`config.mk`:
```
export PLATFORM = sky130hd
export DESIGN_NAME = gnpd_sqdist
export DESIGN_NICKNAME = d
export VERILOG_FILES = /design/src/rtl/gnpd_pkg.sv /design/src/rtl/gnpd_sqdist.sv
export SDC_FILE = /design/constraint.sdc
export NUM_CORES = 2
export LEC_CHECK = 0
export BUFFER_PORTS_ARGS = -buffer_cell sky130_fd_sc_hd__buf_2
export CORE_UTILIZATION = 45
export DETAILED_ROUTE_END_ITERATION = 6
export HOLD_SLACK_MARGIN = 0.12
export PLACE_DENSITY = 0.68
export SLEW_MARGIN = 25
export SYNTH_ARGS = -nofsm -noshare
export SYNTH_HDL_FRONTEND = slang
export SYNTH_SLANG_ARGS = --single-unit
```
`constraint.sdc`:
```
create_clock -name clk -period 9.6 [get_ports clk]
set_clock_uncertainty 0.1 [all_clocks]
set_input_delay 0.48 -clock clk [delete_from_list [all_inputs] [get_ports clk]]
set_output_delay 0.48 -clock clk [all_outputs]
set_load 0.01 [all_outputs]
```
`src/rtl/gnpd_pkg.sv`:
```
package gnpd_pkg;

	// fixed field widths
	localparam int CoordBits   = 24;
	localparam int IdxBits     = 12;
	localparam int RcBits      = 7;
	localparam int PosBits     = 2 * RcBits;
	localparam int TgtBits     = CoordBits + 1;
	localparam int DiffBits    = CoordBits + 2;
	localparam int DistBits    = 2 * DiffBits + 1;
	localparam int CfgIdxBits  = 3;
	localparam int CfgDataBits = CoordBits;
	localparam int StatusBits  = 2;

	// configuration register indexes
	localparam logic [CfgIdxBits-1:0] CfgRows    = 3'd0;
	localparam logic [CfgIdxBits-1:0] CfgCols    = 3'd1;
	localparam logic [CfgIdxBits-1:0] CfgOffX    = 3'd2;
	localparam logic [CfgIdxBits-1:0] CfgOffY    = 3'd3;
	localparam logic [CfgIdxBits-1:0] CfgOnePass = 3'd4;

	// item opcodes
	localparam logic OpLoad  = 1'b0;
	localparam logic OpQuery = 1'b1;

	// result status codes
	localparam logic [StatusBits-1:0] StOk        = 2'd0;
	localparam logic [StatusBits-1:0] StBadOrigin = 2'd1;
	localparam logic [StatusBits-1:0] StBadStart  = 2'd2;

	typedef struct packed {
		logic                        op;
		logic [IdxBits-1:0]          entry_index;
		logic signed [CoordBits-1:0] coord_x;
		logic signed [CoordBits-1:0] coord_y;
		logic [IdxBits-1:0]          origin_index;
		logic [IdxBits-1:0]          start_index;
	} in_item_t;

	typedef struct packed {
		logic [IdxBits-1:0]    result_index;
		logic [StatusBits-1:0] status;
	} out_item_t;

	// request to the squared distance unit
	typedef struct packed {
		logic                        start;
		logic signed [CoordBits-1:0] px;
		logic signed [CoordBits-1:0] py;
		logic signed [TgtBits-1:0]   tx;
		logic signed [TgtBits-1:0]   ty;
	} sqd_req_t;

	typedef struct packed {
		logic                done;
		logic [DistBits-1:0] dist_sq;
	} sqd_rsp_t;

endpackage

```
`src/rtl/gnpd_sqdist.sv`:
```
module gnpd_sqdist import gnpd_pkg::*; (
	input  logic     clk,
	input  logic     arst_n,
	input  sqd_req_t req,
	output sqd_rsp_t rsp
);

	typedef enum logic [3:0] {
		PH_IDLE = 4'b0001,
		PH_SQX  = 4'b0010,
		PH_SQY  = 4'b0100,
		PH_ADD  = 4'b1000
	} phase_t;

	phase_t phase_q;
	logic   done_q;

	logic signed [DiffBits-1:0] dx, dy;
	logic [DiffBits-1:0]        mag_x_q, mag_y_q, mul_op;
	logic [2*DiffBits-1:0]      prod_q, acc_q;
	logic [DistBits-1:0]        dist_q;

	// exact differences, then magnitudes
	assign dx = {req.tx[TgtBits-1], req.tx} - {{2{req.px[CoordBits-1]}}, req.px};
	assign dy = {req.ty[TgtBits-1], req.ty} - {{2{req.py[CoordBits-1]}}, req.py};

	// the one multiplier, shared between the two axes
	assign mul_op = (phase_q == PH_SQX) ? mag_x_q : mag_y_q;

	always_ff @(posedge clk or negedge arst_n) begin
		if (!arst_n) begin
			phase_q <= PH_IDLE;
			done_q  <= 1'b0;
		end else begin
			done_q <= (phase_q == PH_ADD);
			case (phase_q)
				PH_IDLE: if (req.start) phase_q <= PH_SQX;
				PH_SQX:  phase_q <= PH_SQY;
				PH_SQY:  phase_q <= PH_ADD;
				PH_ADD:  phase_q <= PH_IDLE;
				default: phase_q <= PH_IDLE;
			endcase
		end
	end

	always_ff @(posedge clk) begin
		if (phase_q == PH_IDLE && req.start) begin
			mag_x_q <= dx[DiffBits-1] ? DiffBits'(-dx) : DiffBits'(dx);
			mag_y_q <= dy[DiffBits-1] ? DiffBits'(-dy) : DiffBits'(dy);
		end
		if (phase_q == PH_SQX || phase_q == PH_SQY) begin
			prod_q <= mul_op * mul_op;
		end
		if (phase_q == PH_SQY) begin
			acc_q <= prod_q;
		end
		if (phase_q == PH_ADD) begin
			dist_q <= {1'b0, acc_q} + {1'b0, prod_q};
		end
	end

	assign rsp.done    = done_q;
	assign rsp.dist_sq = dist_q;

endmodule

```
==> impl_metrics.prom <==
# TYPE chip_impl_metric gauge
chip_impl_info{name="status",value="complete, no violations"} 1
chip_impl_metric{name="num_rows",unit=""} 97
chip_impl_metric{name="avgSynthCellArea",unit="um^2"} 9.70
chip_impl_metric{name="synth.yosys.seq_area_share",unit="%"} 20.0
chip_impl_metric{name="report.final.slew_viol_count",unit=""} 0
chip_impl_metric{name="cts-buffers-inserted",unit=""} 24
chip_impl_metric{name="drtAntennaViolNets",unit=""} 0
chip_impl_metric{name="grt_pass1_vias",unit=""} 23444
chip_impl_metric{name="cts_max_level",unit=""} 1
chip_impl_metric{name="grt_antenna_before_repair",unit=""} 0
chip_impl_info{name="worst_hold_path_type",value="in2async"} 1
chip_impl_metric{name="postSynth.asyncResetShare",unit="%"} 2.36
chip_impl_metric{name="routabilityCongestion",unit=""} 0.976
chip_impl_metric{name="worst_slack_at_placement",unit="ns"} 0.162
chip_impl_metric{name="totalWireLength",unit="mm"} 74.2
chip_impl_metric{name="relSlewSlack",unit="%"} 51.7
chip_impl_metric{name="syn_inst",unit=""} 3275
chip_impl_info{name="tritoncts_clock_tree",value="yes"} 1
chip_impl_metric{name="vias_per_cell",unit=""} 5.14
chip_impl_info{name="grt_setup_unrepaired",value="false"} 1
chip_impl_metric{name="core_region_area",unit="mm^2"} 0.0699
chip_impl_metric{name="crit_path_max_incr_delay",unit="ns"} 0.58
chip_impl_metric{name="synthesis.yosys.warnings",unit=""} 0
chip_impl_metric{name="fin_crit",unit="ns"} 9.21
chip_impl_metric{name="die_h",unit="um"} 268
chip_impl_info{name="crit_top_cell",value="sky130_fd_sc_hd__fa_1"} 1
chip_impl_metric{name="num_vias",unit=""} 22488
chip_impl_metric{name="clock_path_buffers",unit=""} 3
chip_impl_metric{name="floorplan.initialDensity",unit="%"} 45.4
chip_impl_metric{name="grt_start_max_net_pins",unit=""} 55
chip_impl_metric{name="post_detailed_route_wirelength_per_cell",unit="um"} 16.9
chip_impl_info{name="cp_startpoint_kind",value="flop"} 1
chip_impl_metric{name="synth_compound_area_share",unit="%"} 9.21
chip_impl_metric{name="fin_setup_tns",unit="ns"} 0
chip_impl_metric{name="drive_gt1_share",unit="%"} 8.68
chip_impl_metric{name="yosys.area_share.adder",unit="%"} 43.9
chip_impl_metric{name="cp_data_required_time",unit="ns"} 9.77
chip_impl_metric{name="post_synth_num_cell_types",unit=""} 88
chip_impl_metric{name="simple_gate_fraction_of_synth_area",unit="%"} 10.2
chip_impl_info{name="root_buffer",value="sky130_fd_sc_hd__clkbuf_16"} 1
chip_impl_metric{name="globalRouteOverflowTotal",unit=""} 0
chip_impl_metric{name="timing.fmax",unit="GHz"} 0.109
chip_impl_info{name="combinational_family_with_the_most_area_after_synthesis",value="adder cells"} 1
chip_impl_metric{name="top_level_ports",unit=""} 155
chip_impl_metric{name="synth_fp_nets",unit=""} 4182
chip_impl_metric{name="wire_length_of_the_first_global_routing_pass",unit="mm"} 121
chip_impl_metric{name="die_area",unit="mm^2"} 0.0716
chip_impl_metric{name="layout_worst_path_cycle_share",unit="%"} 96.0
chip_impl_metric{name="sinks_on_the_clock_net",unit=""} 212
chip_impl_metric{name="report.final.hold_viol_count",unit=""} 0
chip_impl_metric{name="detailed_place_hpwl",unit="mm"} 61.6
chip_impl_metric{name="critical_path_arrival",unit="ns"} 9.38
chip_impl_info{name="type_of_element_capturing_the_critical_path",value="flop"} 1
chip_impl_metric{name="cts.reportedPaths.clkPinSlew",unit="ns"} 0.06
chip_impl_info{name="critPathKind",value="reg2reg"} 1
chip_impl_metric{name="drt_iter0_markers",unit=""} 1454
chip_impl_metric{name="worst_slew_pin_slew",unit="ns"} 0.724
chip_impl_metric{name="parity_gate_share_of_the_synthesized_area_counting_xor_and_xnor_cells",unit="%"} 5.16
chip_impl_metric{name="synth_enable_flop_cells",unit=""} 207
chip_impl_metric{name="areaGrowthSynthToFinish",unit="%"} 8.67
chip_impl_metric{name="detail_route.drc_violations",unit=""} 0
chip_impl_metric{name="cp_max_fo",unit=""} 27
chip_impl_metric{name="yosys_register_bits",unit=""} 212
chip_impl_metric{name="finish.net_count",unit=""} 4326
chip_impl_metric{name="groute.usage.overall",unit="%"} 21.5
chip_impl_metric{name="clk-insertion-delay-late",unit="ns"} 0.56
chip_impl_metric{name="mappedNetlistArea",unit="mm^2"} 0.0318
chip_impl_metric{name="io_buffer_count",unit=""} 154
chip_impl_info{name="critPathSlowestCell",value="sky130_fd_sc_hd__mux2_2"} 1
chip_impl_metric{name="drt_pre_antenna_iters",unit=""} 6
chip_impl_info{name="synth-main-ff-cell",value="sky130_fd_sc_hd__edfxtp_1"} 1
chip_impl_metric{name="fp.dieW",unit="um"} 268
chip_impl_metric{name="max_cap_violations",unit=""} 0
chip_impl_metric{name="total_setup_violations_reported_at_the_end_of_the_flow",unit=""} 0
chip_impl_metric{name="synth_mux_area_share",unit="%"} 1.22
chip_impl_metric{name="worst_slack",unit="ns"} 0.389
[routing by layer]
layer	part of all wire, %	routed length (um)	vias to the layer above	track usage, %
li1	-	-	10669	-
met1	43	32100	10938	28.2
met2	46	34000	714	35.4
met3	6.9	5140	167	3.77
met4	4.0	2940	0	8.42
met5	0	0	-	0
[stage by stage]
step,instances,instance area (um^2),utilization (%),hold WS [ns]
after detailed placement,4330,33700,48.2,0.204
after CTS,4374,34500,49.3,0.137
after global routing,4375,34500,49.4,0.174
after floorplan,3275,31800,-,0.0844
final,4376,34500,49.4,0.157
after global placement,4330,33700,48.2,0.203
[layout by cell type (no fill, tap or decap), drive strengths merged, types with 13 or more instances in the layout]
| cell type | instances |
|---|---|
| clkbuf | 27 |
| a211oi | 16 |
| o31ai | 13 |
| xnor2 | 119 |
| a21oi | 147 |
| clkinv | 14 |
| nand2 | 271 |
| mux2 | 18 |
| and3 | 14 |
| a21o | 64 |
| inv | 788 |
| a31oi | 23 |
| edfxtp | 207 |
| xor2 | 68 |
| o21a | 19 |
| mux2i | 18 |
| nor2 | 245 |
| o21bai | 14 |
| nand3 | 34 |
| o21ai | 83 |
| nor2b | 23 |
| ha | 291 |
| nand4 | 23 |
| fa | 515 |
| nor3 | 30 |
| buf | 193 |
[worst max-delay path, delay by kind of cell (launching register included)]
family                     cells  cell delay (ns)
and+or+nand+nor                4             1.13
AOI/OAI and AO/OA              7             1.77
xor gates and xnor gates       1             0.10
muxes                          1             0.58
buffers and inverters          6             0.84
adders and majority gates      8             3.92
DFF                            1             0.46
[flip-flops by register name (all words and copies together) (netlist names)]
register,cells
prod_q,51
done_q,1
acc_q,51
mag_y_q,26
dist_q,53
phase_q,4
mag_x_q,26
[worst paths after layout]
kind | start | end | slack (ns) | cells past startpoint
min in group clk | req[50] | mag_y_q[0]$_DFFE_PP_ | 0.26 | 3
hold reg to reg | prod_q[15]$_DFFE_PN_ | acc_q[15]$_DFFE_PP_ | 0.34 | 0
max in group asynchronous | arst_n | phase_q[0]$_DFFE_PN1P_ | 9.03 | 2
hold / removal | arst_n | done_q$_DFF_PN0_ | 0.16 | 2
setup / recovery | phase_q[3]$_DFFE_PN0P_ | prod_q[49]$_DFFE_PN_ | 0.39 | 27
setup reg to reg | phase_q[3]$_DFFE_PN0P_ | prod_q[49]$_DFFE_PN_ | 0.39 | 27
[cell type report]
| cell class | count | area (um^2) |
|---|---|---|
| Fill cell | 6538 | 35400 |
| Multi-Input combinational cell | 2193 | 22200 |
| Sequential cell | 212 | 6340 |
| Inverter | 793 | 2980 |
| Tap cell | 940 | 1180 |
| Timing Repair Buffer | 195 | 1080 |
| Clock buffer | 27 | 633 |
| Clock inverter | 15 | 105 |
| Antenna cell | 1 | 2.50 |
[repair_timing]
item                                    in CTS  in global routing
setup buffers                                0                  1
endpoints found under the hold margin        6                  0
gates resized for setup                      0                  6
hold buffers                                 2                  0
endpoints found under the setup margin       0                  8
[cell usage after synthesis (all sizes together) (19+ instances only)]
cell	number	area [um^2]
inv	787	2950
nand2	271	1020
xor2	68	596
nor2	245	920
nand4	23	144
clkbuf	59	221
fa	515	10300
nand3	34	175
a21o	64	480
ha	291	3640
nor2b	23	144
nor3	30	181
o21a	19	143
xnor2	119	1040
edfxtp	207	6220
a31oi	23	163
a21oi	147	743
o21ai	83	419
[cells by family after synthesis]
kind of cell	after synthesis
xor+xnor	187
compound gates	451
fa+ha+maj	806
flops	212
simple gates	713
mux	36
buf+inv	870
Power is not shown: default switching activity piles up to over one toggle a cycle in this logic, so the estimate is an artifact.
