===== config.mk =====
export PLATFORM = sky130hd
export DESIGN_NAME = gnpd_ctrl
export DESIGN_NICKNAME = d
export VERILOG_FILES = /design/src/rtl/gnpd_pkg.sv /design/src/rtl/gnpd_ctrl.sv
export SDC_FILE = /design/constraint.sdc
export NUM_CORES = 1
export LEC_CHECK = 0
export BUFFER_PORTS_ARGS = -buffer_cell sky130_fd_sc_hd__buf_4
export CORE_ASPECT_RATIO = 1.5
export CORE_MARGIN = 8
export CORE_UTILIZATION = 55
export CTS_CLUSTER_DIAMETER = 80
export DETAILED_ROUTE_END_ITERATION = 10
export PLACE_DENSITY = 0.89
export SLEW_MARGIN = 10
export SYNTH_ARGS = -nofsm -noshare
export SYNTH_HDL_FRONTEND = slang
export SYNTH_SLANG_ARGS = --single-unit
export TNS_END_PERCENT = 20

===== constraint.sdc =====
create_clock -name clk -period 8.9 [get_ports clk]
set_input_delay 0.89 -clock clk [delete_from_list [all_inputs] [get_ports clk]]
set_output_delay 0.89 -clock clk [all_outputs]
set_load 0.05 [all_outputs]

===== src/rtl/gnpd_pkg.sv =====
package gnpd_pkg;

	// fixed field widths
	localparam int CoordBits   = 24;
	localparam int IdxBits     = 12;
	localparam int RcBits      = 7;
	localparam int PosBits     = 2 * RcBits;
	localparam int TgtBits     = CoordBits + 1;
	localparam int DiffBits    = CoordBits + 2;
	localparam int DistBits    = 2 * DiffBits + 1;
	localparam int CfgIdxBits  = 3;
	localparam int CfgDataBits = CoordBits;
	localparam int StatusBits  = 2;

	// configuration register indexes
	localparam logic [CfgIdxBits-1:0] CfgRows    = 3'd0;
	localparam logic [CfgIdxBits-1:0] CfgCols    = 3'd1;
	localparam logic [CfgIdxBits-1:0] CfgOffX    = 3'd2;
	localparam logic [CfgIdxBits-1:0] CfgOffY    = 3'd3;
	localparam logic [CfgIdxBits-1:0] CfgOnePass = 3'd4;

	// item opcodes
	localparam logic OpLoad  = 1'b0;
	localparam logic OpQuery = 1'b1;

	// result status codes
	localparam logic [StatusBits-1:0] StOk        = 2'd0;
	localparam logic [StatusBits-1:0] StBadOrigin = 2'd1;
	localparam logic [StatusBits-1:0] StBadStart  = 2'd2;

	typedef struct packed {
		logic                        op;
		logic [IdxBits-1:0]          entry_index;
		logic signed [CoordBits-1:0] coord_x;
		logic signed [CoordBits-1:0] coord_y;
		logic [IdxBits-1:0]          origin_index;
		logic [IdxBits-1:0]          start_index;
	} in_item_t;

	typedef struct packed {
		logic [IdxBits-1:0]    result_index;
		logic [StatusBits-1:0] status;
	} out_item_t;

	// request to the squared distance unit
	typedef struct packed {
		logic                        start;
		logic signed [CoordBits-1:0] px;
		logic signed [CoordBits-1:0] py;
		logic signed [TgtBits-1:0]   tx;
		logic signed [TgtBits-1:0]   ty;
	} sqd_req_t;

	typedef struct packed {
		logic                done;
		logic [DistBits-1:0] dist_sq;
	} sqd_rsp_t;

endpackage


===== src/rtl/gnpd_ctrl.sv =====
module gnpd_ctrl import gnpd_pkg::*; #(
	parameter int Depth = 4096,
	parameter int AddrBits = 12
) (
	input  logic                        clk,
	input  logic                        arst_n,
	input  logic                        in_valid,
	output logic                        in_stall,
	input  in_item_t                    in_item,
	output logic                        out_valid,
	input  logic                        out_stall,
	output out_item_t                   out_item,
	input  logic [RcBits-1:0]           m,
	input  logic [RcBits-1:0]           n,
	input  logic signed [CoordBits-1:0] offset_x,
	input  logic signed [CoordBits-1:0] offset_y,
	input  logic                        one_pass,
	output logic                        st_wr_en,
	output logic [AddrBits-1:0]         st_wr_addr,
	output logic                        st_rd_en,
	output logic [AddrBits-1:0]         st_rd_addr,
	input  logic signed [CoordBits-1:0] st_rd_x,
	input  logic signed [CoordBits-1:0] st_rd_y,
	output sqd_req_t                    sqd_req,
	input  sqd_rsp_t                    sqd_rsp
);

	typedef enum logic [10:0] {
		S_IDLE    = 11'b00000000001,
		S_CHECK   = 11'b00000000010,
		S_DIV     = 11'b00000000100,
		S_ORG_RD  = 11'b00000001000,
		S_ORG_LAT = 11'b00000010000,
		S_PT_RD   = 11'b00000100000,
		S_PT_GO   = 11'b00001000000,
		S_PT_WAIT = 11'b00010000000,
		S_PASS    = 11'b00100000000,
		S_NEXT    = 11'b01000000000,
		S_DONE    = 11'b10000000000
	} state_t;

	localparam logic [1:0] DirLeft  = 2'd0;
	localparam logic [1:0] DirRight = 2'd1;
	localparam logic [1:0] DirUp    = 2'd2;
	localparam logic [1:0] DirDown  = 2'd3;

	state_t state_q;
	logic   out_valid_q;
	out_item_t out_q, res_q;

	logic [IdxBits-1:0]        o_q, dvd_q;
	logic [RcBits-1:0]         rem_q, col_q, row_q, cand_col_q, cand_row_q;
	logic [3:0]                cnt_q;
	logic [PosBits-1:0]        p_q, mn_q, cand_q;
	logic [DistBits-1:0]       d_q;
	logic                      first_q, improved_q;
	logic [3:0]                ok_q;
	logic [2:0]                k_q;
	logic signed [TgtBits-1:0] tx_q, ty_q;

	logic                accept, res_load;
	logic [RcBits:0]     trial;
	logic                trial_ge;
	logic [RcBits-1:0]   rem_next;

	assign accept   = in_valid && !in_stall;
	assign in_stall = (state_q != S_IDLE);
	assign res_load = (state_q == S_DONE) && (!out_valid_q || !out_stall);

	// load items go straight to the store
	assign st_wr_en   = accept && (in_item.op == OpLoad) && (32'(in_item.entry_index) < Depth);
	assign st_wr_addr = AddrBits'(in_item.entry_index);

	assign st_rd_en   = (state_q == S_ORG_RD) || (state_q == S_PT_RD);
	assign st_rd_addr = (state_q == S_ORG_RD) ? AddrBits'(o_q) : AddrBits'(cand_q);

	assign sqd_req.start = (state_q == S_PT_GO);
	assign sqd_req.px    = st_rd_x;
	assign sqd_req.py    = st_rd_y;
	assign sqd_req.tx    = tx_q;
	assign sqd_req.ty    = ty_q;

	// restoring division step: one quotient bit per cycle
	assign trial    = {rem_q, dvd_q[IdxBits-1]};
	assign trial_ge = trial >= {1'b0, m};
	assign rem_next = trial_ge ? RcBits'(trial - {1'b0, m}) : trial[RcBits-1:0];

	always_ff @(posedge clk or negedge arst_n) begin
		if (!arst_n) begin
			state_q     <= S_IDLE;
			out_valid_q <= 1'b0;
		end else begin
			out_valid_q <= (out_valid_q && out_stall) || res_load;
			case (state_q)
				S_IDLE: begin
					if (accept && in_item.op == OpQuery) state_q <= S_CHECK;
				end
				S_CHECK: begin
					if ({2'b0, o_q} >= mn_q || {2'b0, dvd_q} >= mn_q) begin
						state_q <= S_DONE;
					end else begin
						state_q <= S_DIV;
					end
				end
				S_DIV: begin
					if (cnt_q == 4'(IdxBits - 1)) state_q <= S_ORG_RD;
				end
				S_ORG_RD:  state_q <= S_ORG_LAT;
				S_ORG_LAT: state_q <= S_PT_RD;
				S_PT_RD:   state_q <= S_PT_GO;
				S_PT_GO:   state_q <= S_PT_WAIT;
				S_PT_WAIT: begin
					if (sqd_rsp.done) state_q <= first_q ? S_PASS : S_NEXT;
				end
				S_PASS: state_q <= S_NEXT;
				S_NEXT: begin
					if (k_q[2]) begin
						state_q <= (improved_q && !one_pass) ? S_PASS : S_DONE;
					end else if (ok_q[k_q[1:0]]) begin
						state_q <= S_PT_RD;
					end
				end
				S_DONE: begin
					if (res_load) state_q <= S_IDLE;
				end
				default: state_q <= S_IDLE;
			endcase
		end
	end

	always_ff @(posedge clk) begin
		if (res_load) out_q <= res_q;
		case (state_q)
			S_IDLE: begin
				o_q   <= in_item.origin_index;
				dvd_q <= in_item.start_index;
				p_q   <= PosBits'(in_item.start_index);
				rem_q <= '0;
				cnt_q <= '0;
				mn_q  <= {{RcBits{1'b0}}, m} * {{RcBits{1'b0}}, n};
			end
			S_CHECK: begin
				res_q.result_index <= '0;
				if ({2'b0, o_q} >= mn_q) begin
					res_q.status <= StBadOrigin;
				end else begin
					res_q.status <= StBadStart;
				end
			end
			S_DIV: begin
				rem_q <= rem_next;
				dvd_q <= {dvd_q[IdxBits-2:0], trial_ge};
				cnt_q <= cnt_q + 4'd1;
				if (cnt_q == 4'(IdxBits - 1)) begin
					col_q      <= rem_next;
					row_q      <= RcBits'({dvd_q[IdxBits-2:0], trial_ge});
					cand_q     <= p_q;
					first_q    <= 1'b1;
				end
			end
			S_ORG_LAT: begin
				tx_q <= {st_rd_x[CoordBits-1], st_rd_x} + {offset_x[CoordBits-1], offset_x};
				ty_q <= {st_rd_y[CoordBits-1], st_rd_y} + {offset_y[CoordBits-1], offset_y};
			end
			S_PT_WAIT: begin
				if (sqd_rsp.done) begin
					if (first_q) begin
						d_q     <= sqd_rsp.dist_sq;
						first_q <= 1'b0;
					end else begin
						k_q <= k_q + 3'd1;
						if (sqd_rsp.dist_sq < d_q) begin
							d_q        <= sqd_rsp.dist_sq;
							p_q        <= cand_q;
							col_q      <= cand_col_q;
							row_q      <= cand_row_q;
							improved_q <= 1'b1;
						end
					end
				end
			end
			S_PASS: begin
				// neighbor bounds are frozen at the start of the pass
				ok_q[DirLeft]  <= (col_q != '0);
				ok_q[DirRight] <= ({1'b0, col_q} + 8'd1) < {1'b0, m};
				ok_q[DirUp]    <= (row_q != '0);
				ok_q[DirDown]  <= ({1'b0, row_q} + 8'd1) < {1'b0, n};
				improved_q     <= 1'b0;
				k_q            <= '0;
			end
			S_NEXT: begin
				if (k_q[2]) begin
					res_q.result_index <= IdxBits'(p_q);
					res_q.status       <= StOk;
				end else if (ok_q[k_q[1:0]]) begin
					cand_col_q <= col_q;
					cand_row_q <= row_q;
					case (k_q[1:0])
						DirLeft: begin
							cand_q     <= p_q - PosBits'(1);
							cand_col_q <= col_q - RcBits'(1);
						end
						DirRight: begin
							cand_q     <= p_q + PosBits'(1);
							cand_col_q <= col_q + RcBits'(1);
						end
						DirUp: begin
							cand_q     <= p_q - {{RcBits{1'b0}}, m};
							cand_row_q <= row_q - RcBits'(1);
						end
						DirDown: begin
							cand_q     <= p_q + {{RcBits{1'b0}}, m};
							cand_row_q <= row_q + RcBits'(1);
						end
						default: cand_q <= p_q;
					endcase
				end else begin
					k_q <= k_q + 3'd1;
				end
			end
			default: ;
		endcase
	end

	assign out_valid = out_valid_q;
	assign out_item  = out_q;

endmodule


==> metrics.txt, run 1 <==
status complete, no violations; Ys Warns 0; final slew viol count 0; DRC 0; Place WS 3.54 ns; first-pass GRT wire length 70,100 um; Period minus WS final 4.85 ns; Worst slew margin 26.1%; setup slack after layout 4.05 ns; Most used DFF post-synth edfxtp_1; Setup violations, final 0; GRT busiest layer met2; Crit path max-delay family adder cells; Area Overhead vs Synth 19.4%; H-tree levels 1; final hold vios 0; layout cells sized above 1 23.3%; CP Class in -> reg; post-synth design cell area 17,100 um^2; worst-path fanout max 8; M3 GR Usage 3.87%; critical path arrival 5.13 ns; Slowest-stage cell, CP fa_1; Clock Latency Late Sink 0.53 ns; Worst path most repeated cell inv_1; RSZ-0062 raised after global routing no; CP Buf/Inv Count 6; gp weighted congestion 0.911; Async S/R FF share, synth roughly 4.7%; WL final 44,500 um; Die Y 232 um; fill count 2,266; most frequent cells after synthesis 241 x edfxtp_1, 206 x ha_1, 143 x inv_1, 119 x nand2_1, 109 x nor2_1; post_cts resized 0; post-synthesis cell type count 79; crit path launch type input pin; critical path endpoint category flip-flop; fmax just over 200 MHz; Tcrit/Tclk final 54.5%; Power Internal roughly 0.0028 W; CTS Root Cell clkbuf_16; Slew @ Worst Pin 1.11 ns; Final Core Density 66.1%; hpwl dp about 35,000 um; multi-input logic area 8450 um^2; share of the yosys chip area belonging to registers 44.2%; Detailed Routing Iterations Pass 1 5; starting density of the core 55.3%; worst path required time 9.18 ns; Tot Pwr between 0.004 and 0.005 W; most common cell in the synthesized netlist edfxtp_1; Leak 9.15 nW; setup bufs post-CTS 0; clock skew approximately 0.012 ns; PwrDens between 200 and 250 nW/um^2; row cnt 79; grt met2 use 43.8%; pin count of the biggest net entering global routing 54; Vias 13,200; Detail Route Antenna Nets 0; max_cap viols 0; Net Count, Synth 2,052; Seq pwr share 40.1%; clock share of power 26.2%; critical path cell sequence buf_4 -> inv_1 -> nor2_1 -> fa_1 -> inv_1 -> fa_1 -> inv_1 -> fa_1 -> inv_1 -> fa_1 -> inv_1 -> ha_1 -> o21a_1 -> nor2_1 -> nor3_1 -> a2111oi_2 -> a21oi_1 -> xnor2_1; Post-Synthesis Cells 1,562; RR Startpoint k_q[1]$_DFFE_PP_; final std cells w/o fill 2,265; TritonCTS Sinks 253; CTS max path bufs 3; initial antenna violation count 2; critical path depth 18; sw frac 33.4%; Max IR drop VDD 0.153 mV; Setup TNS Final 0 ns; num ports just under 400; area of the core 30,800 um^2; post-detailed-route wirelength per cell 19.7 um; syn_area_per_cell 10.9 um^2; die width 160 um; vias in the first global route 14,000; CTS Hold Bufs 0; PortBufs 322; Worst R2R Setup Slack approximately 4.9 ns; area leader, netlist edfxtp_1; M1 GR Usage 24.1%; die area 37,000 um^2; Sequential Area 7540 um^2; critical path's largest stage delay ~0.56 ns; CTS tree yes; GRT Overall Usage 23.2%; CTS Buf Count 26; overflow left after global routing 0; Hold Path Class in -> async; top cells by area, synth edfxtp_1 42%, ha_1 15%, fa_1 3.5%; Vias/cell 5.84; P_sw between 0.001 and 0.0015 W; Yosys reg bits 253; Worst-path clk slew 0.07 ns; Worst R2R End cand_q[10]$_DFFE_PP_; Post-synth EDFFs 241; nets@finish 2,328; number of DRC markers in iteration 0 977; Worst Reg-to-Reg Cells 14; combinational share of power 33.6%; post-synth top area share 42.4%; Cells after DPL 2,215
flip-flops by register name, summed over array words and instances, names as in the netlist, 7 cells and up:
register / cells
p_q: 12
cand_row_q: 7
res_q: 14
cand_q: 12
col_q: 7
tx_q: 25
o_q: 12
rem_q: 7
dvd_q: 12
state_q: 11
out_item: 14
d_q: 53
ty_q: 25
row_q: 7
mn_q: 14
cand_col_q: 7
per-stage QoR:
stage,hold slack [ns],instance area [um^2]
after floorplan,0.400,17100
after global placement,0.400,19500
after detailed placement,0.405,19500
after CTS,0.165,20400
after global routing,0.175,20400
final,0.190,20400
worst max path at each step:
| stage | start | end | slack, ns |
|---|---|---|---|
| final | m[3] | mn_q[13]$_DFFE_PP_ | 4.05 |
| after global routing | m[3] | mn_q[13]$_DFFE_PP_ | 3.82 |
| after CTS | m[3] | mn_q[13]$_DFFE_PP_ | 4.06 |
| after detailed placement | m[3] | mn_q[13]$_DFFE_PP_ | 3.54 |
| after global placement | m[3] | mn_q[13]$_DFFE_PP_ | 3.56 |
| after floorplan | sqd_rsp[34] | d_q[0]$_DFFE_PP_ | 1.92 |
layout make-up:
| cell class | count | share of cell area, % |
|---|---|---|
| diodes | 2 | 0.0246 |
| clock buffers | 35 | 3.61 |
| clock inverters | 13 | 0.602 |
| inverters | 149 | 2.74 |
| multi-input cells | 1081 | 41.5 |
| flip-flops and latches | 253 | 37.0 |
| well taps | 405 | 2.49 |
| repair buffers | 327 | 12.0 |
cell usage in the layout, fill, tap and decap left out, types with 12 or more instances in the layout:
| cell | n |
|---|---|
| inv_1 | 143 |
| buf_4 | 327 |
| fa_1 | 30 |
| a21oi_1 | 106 |
| nand2_1 | 119 |
| and2_1 | 20 |
| a21o_1 | 52 |
| nand2b_1 | 14 |
| ha_1 | 206 |
| edfxtp_1 | 241 |
| mux2_2 | 33 |
| nand3_1 | 23 |
| o21a_1 | 15 |
| o21ai_0 | 64 |
| a211oi_1 | 12 |
| nor2_1 | 109 |
| o21bai_1 | 18 |
| nand4_1 | 17 |
| nor3_1 | 16 |
| clkbuf_16 | 27 |
| nor2b_1 | 18 |
| xor2_1 | 26 |
| xnor2_1 | 63 |
power groups by stage:
stage               registers [W]  clock network, W  logic (W)
floorplan                 0.00166                 0    0.00101
global placement          0.00169                 0    0.00129
CTS                       0.00168           0.00112    0.00140
detailed placement        0.00170                 0    0.00138
finish                    0.00169           0.00110    0.00141
global route              0.00170           0.00116    0.00155
per-layer routing:
| metal | part of all wire, % | up-vias |
|---|---|---|
| met5 | 0 | - |
| met4 | 5.0 | 0 |
| met3 | 6.4 | 156 |
| met2 | 53 | 571 |
| met1 | 35 | 6382 |
| li1 | - | 6117 |
cells by family after synthesis:
| kind of cell | synth area share [%] |
|---|---|
| compound gates | 12.9 |
| xor+xnor | 4.57 |
| fa+ha+maj | 18.6 |
| buf+inv | 6.38 |
| flops | 44.2 |
| mux | 2.84 |
| simple gates | 10.5 |
(Power assumes the default switching activity.)
==> run 2, diff against run 1 <==
--- a/config.mk
+++ b/config.mk
@@ -5,13 +5,14 @@
 export SDC_FILE = /design/constraint.sdc
 export NUM_CORES = 1
 export LEC_CHECK = 0
+export ABC_AREA = 1
 export BUFFER_PORTS_ARGS = -buffer_cell sky130_fd_sc_hd__buf_4
 export CORE_ASPECT_RATIO = 1.5
 export CORE_MARGIN = 8
-export CORE_UTILIZATION = 55
+export CORE_UTILIZATION = 51
 export CTS_CLUSTER_DIAMETER = 80
 export DETAILED_ROUTE_END_ITERATION = 10
-export PLACE_DENSITY = 0.89
+export PLACE_DENSITY = 0.87
 export SLEW_MARGIN = 10
 export SYNTH_ARGS = -nofsm -noshare
 export SYNTH_HDL_FRONTEND = slang
==> constraint.sdc (replaced) <==
create_clock -name clk -period 3.9 [get_ports clk]
set_input_delay 0.39 -clock clk [delete_from_list [all_inputs] [get_ports clk]]
set_output_delay 0.39 -clock clk [all_outputs]
set_load 0.05 [all_outputs]
==> metrics.txt, run 2 <==
status complete, no violations (unchanged); CP Class in -> reg (unchanged); most frequent cells after synthesis 496 x nand2_1, 274 x inv_1, 241 x edfxtp_1, 206 x ha_1, 139 x nor2_1 (was 241 x edfxtp_1, 206 x ha_1, 143 x inv_1, 119 x nand2_1, 109 x nor2_1); Period minus WS final 3.73 ns; Cells on Worst Hold Path 1; Cell Area, Placed 20,600 um^2 (was 19,500 um^2); Worst R2R End cand_q[7]$_DFFE_PP_ (was cand_q[10]$_DFFE_PP_); post-synth design cell area 18,000 um^2 (was 17,100 um^2); H-tree levels 1 (unchanged); first-pass GRT wire length 78,900 um (was 70,100 um); final hold vios 0 (unchanged); Slew @ Worst Pin 0.724 ns (was 1.11 ns); num ports 395 (unchanged); RSZ-0062 raised after global routing no (unchanged); starting density of the core 51.5% (was 55.3%); Antenna diodes 0 (was 2); HP Start in_item[18]; pin count of the biggest net entering global routing 54 (unchanged); most frequent cells in the layout 496 x nand2_1, 356 x buf_4, 274 x inv_1 (was 327 x buf_4, 241 x edfxtp_1, 206 x ha_1); Place WS -0.462 ns (was 3.54 ns); top cells by area, synth edfxtp_1 40%, ha_1 14%, nand2_1 10% (was edfxtp_1 42%, ha_1 15%, fa_1 3.5%); Detailed Routing Iterations Pass 1 9 (was 5); max_cap viols 0 (unchanged); Die Y 246 um (was 232 um); CTS tree yes (unchanged); Yosys reg bits 253 (unchanged); layout cells sized above 1 18.8% (was 23.3%); die width 169 um (was 160 um); Detail Route Antenna Nets 0 (unchanged); Setup violations, final 0 (unchanged); hold endpoint o_q[6]$_DFFE_PP_; Post-Synthesis Cells 2,018 (was 1,562); Hold Path Class in -> reg (was in -> async); Final Core Density 62.2% (was 66.1%); Setup TNS Final 0 ns (unchanged); critical path endpoint category flip-flop (unchanged); Max IR drop VDD 0.361 mV (was 0.153 mV); Post-synth EDFFs 241 (unchanged); crit path launch type input pin (unchanged); fmax 268 MHz; clock skew 0.0216 ns (was 0.0116 ns); post-detailed-route wirelength per cell 17.9 um (was 19.7 um); row cnt 84 (was 79); critical path arrival 4.04 ns (was 5.13 ns); fill count 2,813 (was 2,266); area leader, netlist edfxtp_1 (unchanged); leading cell type in the layout, fill and taps excluded nand2_1 (was buf_4); Worst R2R Setup Slack 0.60 ns (was 4.94 ns); Tcrit/Tclk final 95.6%; RR Startpoint k_q[0]$_DFFE_PP_ (was k_q[1]$_DFFE_PP_); initial antenna violation count 0 (was 2); Leak 10.5 nW (was 9.15 nW); Worst-path clk slew 0.07 ns (about the same); Most used DFF post-synth edfxtp_1 (unchanged); Async S/R FF share, synth 4.74% (unchanged); post-synth top area share 40.3% (was 42.4%); Area Overhead vs Synth 20.8% (was 19.4%); worst path required time 4.21 ns (was 9.18 ns); Vias/cell 5.41 (was 5.84); syn_area_per_cell 8.90 um^2 (was 10.9 um^2); Ys Warns 0 (unchanged); TritonCTS Sinks 253 (unchanged); number of flip-flops in the largest register 53 (unchanged); PortBufs 322 (unchanged); nets@finish 2,811 (was 2,328); Biggest register d_q (unchanged); Worst Reg-to-Reg Cells 11 (was 14); WL final 50,400 um (was 44,500 um); hpwl dp 40,100 um (was 34,800 um); Clock Latency Late Sink 0.56 ns (was 0.53 ns); area of the core 34,900 um^2 (was 30,800 um^2); setup bufs post-CTS 0 (unchanged); share of the yosys chip area belonging to registers 42.0% (was 44.2%); Net Count, Synth 2,508 (was 2,052); number of DRC markers in iteration 0 1,033 (was 977); CTS Root Cell clkbuf_16 (unchanged); overflow left after global routing 0 (unchanged); GRT Overall Usage 23.6% (was 23.2%); CTS max path bufs 3 (unchanged); Vias 15,200 (was 13,200); final slew viol count 0 (unchanged); CTS Buf Count 26 (unchanged); setup slack after layout 0.173 ns (was 4.05 ns); Worst slew margin 51.2% (was 26.1%); post-synthesis cell type count 48 (was 79); Top Registers d_q (53), tx_q (25), ty_q (25) (unchanged); vias in the first global route 16,000 (was 14,000); die area 41,600 um^2 (was 37,000 um^2); most common cell in the synthesized netlist nand2_1 (was edfxtp_1); DRC 0 (unchanged); gp weighted congestion 0.973 (was 0.911); worst-path fanout max 4 (was 8); PwrDens 499 nW/um^2 (was 206 nW/um^2); Post-Layout Inst Area 21,700 um^2 (was 20,400 um^2)
-- run 2: cell families after synthesis --
family / Yosys count / synth area share, %
AO/OA/AOI/OAI: 292 / 9.29
XOR/XNOR: 76 / 3.71
adder cells (fa/ha/maj): 236 / 17.7
buffers and inverters: 375 / 9.26
flip-flops: 253 / 42.0
AND/OR/NAND/NOR: 786 / 18.1
-- run 2: timing repair --
item / in CTS / in global routing
resized for setup: 0 / 1
endpoints found under the setup margin: 0 / 2
hold buffers: 13 / 0
hold endpoints to repair: 24 / 0
-- run 2: per-layer routing --
metal  up-vias  share of wire (%)  GRT usage, %
met2       707                 53          45.0
li1       7272                  -             -
met3       164                7.7          4.56
met4         0                5.4          12.8
met5         -                  0             0
met1      7073                 34          23.6
-- run 2: worst max-delay path: stages --
cell	delay, ns
buf_4	0.13
nand2_1	0.05
inv_1	0.05
fa_1	0.52
inv_1	0.05
fa_1	0.47
inv_1	0.05
fa_1	0.53
inv_1	0.06
fa_1	0.52
inv_1	0.04
ha_1	0.33
a21oi_1	0.17
o21ai_0	0.13
a21oi_2	0.19
nor2_1	0.07
nand2_1	0.06
nand2_1	0.05
xor2_1	0.15
-- run 2: final cells by class --
type,instances,area (um^2),area share (%)
inverters,281,1050,4.86
multi-input cells,1390,8790,40.5
clock buffers,38,737,3.40
well taps,473,592,2.73
clock inverters,10,185,0.854
repair buffers,369,2800,12.9
flip-flops and latches,253,7540,34.7
-- run 2: through the flow --
step	std cells	power, W	hold WS (ns)
6_report	2814	0.0108	0.00931
5_1_grt	2814	0.0114	0.00813
4_1_cts	2814	0.0108	0.000361
3_5_place_dp	2753	0.00802	0.239
3_3_place_gp	2753	0.00782	0.238
2_1_floorplan	2018	0.00676	0.0944
-- run 2: power breakdown --
group	switching, W	leakage (nW)	internal, W	total (W)
Sequential	0.000287	2.38	0.00370	0.00399
Clock	0.00111	0.447	0.00164	0.00275
Combinational	0.00259	7.70	0.00149	0.00408
-- run 2: how the worst max path moves through the flow --
stage               cells after the start                  to  start
floorplan                              17  mn_q[13]$_DFFE_PP_   n[6]
global placement                       19  mn_q[13]$_DFFE_PP_   m[3]
detailed placement                     19  mn_q[13]$_DFFE_PP_   m[3]
CTS                                    19  mn_q[13]$_DFFE_PP_   m[3]
global route                           19  mn_q[13]$_DFFE_PP_   m[3]
finish                                 19  mn_q[13]$_DFFE_PP_   m[3]
==> run 3, diff against run 2 <==
--- a/config.mk
+++ b/config.mk
@@ -12,6 +12,7 @@
 export CORE_UTILIZATION = 51
 export CTS_CLUSTER_DIAMETER = 80
 export DETAILED_ROUTE_END_ITERATION = 10
+export HOLD_SLACK_MARGIN = 0.06
 export PLACE_DENSITY = 0.87
 export SLEW_MARGIN = 10
 export SYNTH_ARGS = -nofsm -noshare
==> constraint.sdc (replaced) <==
create_clock -name clk -period 3.9 [get_ports clk]
set_input_delay 0 -clock clk [delete_from_list [all_inputs] [get_ports clk]]
set_output_delay 0 -clock clk [all_outputs]
set_load 0.05 [all_outputs]
==> metrics.txt, run 3 (synthesis gave the netlist of run 2 again) <==
status complete, no violations (unchanged); critical path arrival 4.04 ns (about the same); Vias/cell 5.48 (was 5.41); Tcrit/Tclk final 96.1% (was 95.6%); TritonCTS Sinks 253 (unchanged); Setup TNS Final 0 ns (unchanged); Biggest register d_q (unchanged); Worst slew margin 33.7% (was 51.2%); Cell Area, Placed 20,600 um^2 (about the same); CP Class in -> reg (unchanged); pin count of the biggest net entering global routing 54 (unchanged); most frequent cells in the layout 496 x nand2_1, 345 x buf_4, 272 x inv_1 (was 496 x nand2_1, 356 x buf_4, 274 x inv_1); Worst-path clk slew 0.07 ns (about the same); Cells on Worst Hold Path 3 (was 1); die area 41,600 um^2 (unchanged); area of the core 34,900 um^2 (unchanged); Worst R2R End cand_q[7]$_DFFE_PP_ (unchanged); RR Startpoint k_q[0]$_DFFE_PP_ (unchanged); number of DRC markers in iteration 0 1,298 (was 1,033); Clock Latency Late Sink 0.55 ns (was 0.56 ns); Area Overhead vs Synth 30.8% (was 20.8%); starting density of the core 51.5% (unchanged); first-pass GRT wire length 88,600 um (was 78,900 um); Slew @ Worst Pin 0.984 ns (was 0.724 ns); Slowest-stage cell, CP fa_1 (unchanged); Post-Layout Inst Area 23,500 um^2 (was 21,700 um^2); leading cell type in the layout, fill and taps excluded nand2_1 (unchanged); crit path launch type input pin (unchanged); hpwl dp 39,600 um (was 40,100 um); Leak 11.2 nW (was 10.5 nW); Top Registers d_q (53), tx_q (25), ty_q (25) (unchanged); DRC 0 (unchanged); Vias 16,400 (was 15,200); Worst R2R Setup Slack 0.64 ns (was 0.60 ns); Final Core Density 67.3% (was 62.2%); critical path endpoint category flip-flop (unchanged); layout cells sized above 1 17.6% (was 18.8%); setup bufs post-CTS 0 (unchanged); Setup violations, final 0 (unchanged); final hold vios 0 (unchanged); worst path required time 4.19 ns (was 4.21 ns); Worst Reg-to-Reg Cells 11 (unchanged); H-tree levels 1 (unchanged); CTS tree yes (unchanged); num ports 395 (unchanged); Detailed Routing Iterations Pass 1 6 (was 9); overflow left after global routing 0 (unchanged); number of flip-flops in the largest register 53 (unchanged); fmax 267 MHz (was 268 MHz); row cnt 84 (unchanged); PortBufs 322 (unchanged); WL final 56,600 um (was 50,400 um); hold endpoint tx_q[19]$_DFFE_PN_ (was o_q[6]$_DFFE_PP_); Crit path max-delay family adder cells (unchanged); post-detailed-route wirelength per cell 18.9 um (was 17.9 um); nets@finish 2,985 (was 2,811); critical path's largest stage delay 0.56 ns (was 0.53 ns); max_cap viols 0 (unchanged); clock skew 0.0117 ns (was 0.0216 ns); CP Buf/Inv Count 6 (unchanged); CTS Root Cell clkbuf_16 (unchanged); critical path cell sequence dlygate4sd3_1 -> buf_4 -> buf_4 -> nand2_1 -> inv_1 -> fa_1 -> ha_1 -> inv_1 -> fa_1 -> fa_1 -> inv_1 -> ha_1 -> a21oi_1 -> o21ai_2 -> a21oi_2 -> nor2_2 -> nor2_1 -> xor2_1 (was buf_4 -> nand2_1 -> inv_1 -> fa_1 -> inv_1 -> fa_1 -> inv_1 -> fa_1 -> inv_1 -> fa_1 -> inv_1 -> ha_1 -> a21oi_1 -> o21ai_0 -> a21oi_2 -> nor2_1 -> nand2_1 -> nand2_1 -> xor2_1); CTS max path bufs 3 (unchanged); CTS Buf Count 27 (was 26); Detail Route Antenna Nets 0 (unchanged); HP Start offset_x[19] (was in_item[18]); die width 169 um (unchanged); critical path launch point n[1] (was m[3]); PwrDens 471 nW/um^2 (was 499 nW/um^2); initial antenna violation count 2 (was 0); gp weighted congestion 0.978 (was 0.973); Period minus WS final 3.75 ns (was 3.73 ns); GRT Overall Usage 26.6% (was 23.6%); Max IR drop VDD 0.336 mV (was 0.361 mV); Hold Path Class in -> reg (unchanged); Die Y 246 um (unchanged); worst-path fanout max 7 (was 4); final slew viol count 0 (unchanged); hold slack 0.0912 ns (was 0.00931 ns); vias in the first global route 17,200 (was 16,000)
-- run 3: cell types whose count changed in the layout (fill, tap and decap cells not counted), moves of 3 or more --
cell,delta
buf_4,-11
clkbuf_1,-8
dlygate4sd3_1,+184
clkinvlp_4,+3
clkinv_2,+3
-- run 3: tightest hold or removal path, delay by kind of cell --
family / cells / cell delay, ns
adder cells (fa/ha/maj): 1 / 0.26
XOR/XNOR: 1 / 0.12
buffers and inverters: 1 / 0.08
-- run 3: stage by stage --
step / setup slack [ns] / cells / total power [W]
after floorplan: 0.0677 / 2018 / 0.00676
after global placement: -0.0159 / 2742 / 0.00776
after detailed placement: -0.0488 / 2742 / 0.00794
after CTS: 0.0407 / 2988 / 0.0110
after global routing: -0.0263 / 2989 / 0.0116
final: 0.153 / 2989 / 0.0111
-- run 3: how the worst max path moves through the flow --
stage,slack (ns),cells past startpoint,to
6_report,0.15,18,mn_q[10]$_DFFE_PP_
5_1_grt,-0.03,18,mn_q[10]$_DFFE_PP_
4_1_cts,0.04,20,mn_q[13]$_DFFE_PP_
3_5_place_dp,-0.05,19,mn_q[13]$_DFFE_PP_
3_3_place_gp,-0.02,19,mn_q[13]$_DFFE_PP_
2_1_floorplan,0.07,17,mn_q[13]$_DFFE_PP_
-- run 3: area by class of cell --
type                    instances  area, um^2
repair buffers                542        4560
flip-flops and latches        253        7540
clock inverters                21         256
well taps                     473         592
diodes                          1        2.50
multi-input cells            1390        8810
inverters                     281        1050
clock buffers                  28         679
fillers                      2480       11400
-- run 3: what timing repair did --
item / 4_1_cts / 5_1_grt
hold buffers: 197 / 0
hold endpoints to repair: 174 / 0
resized for setup: 0 / 8
endpoints found under the setup margin: 0 / 6
-- run 3: where the power goes --
part,switching [W],internal [W],leakage [nW]
Clock,0.00116,0.00161,0.451
Combinational,0.00269,0.00161,8.41
Sequential,0.000285,0.00370,2.38
-- run 3: routing by layer --
layer | wire length (um) | vias to the layer above | GRT usage [%]
met5 | 0 | - | 0
met4 | 3170 | 0 | 14.0
li1 | - | 7612 | -
met3 | 4110 | 208 | 5.21
met2 | 30100 | 861 | 51.1
met1 | 19200 | 7689 | 26.4
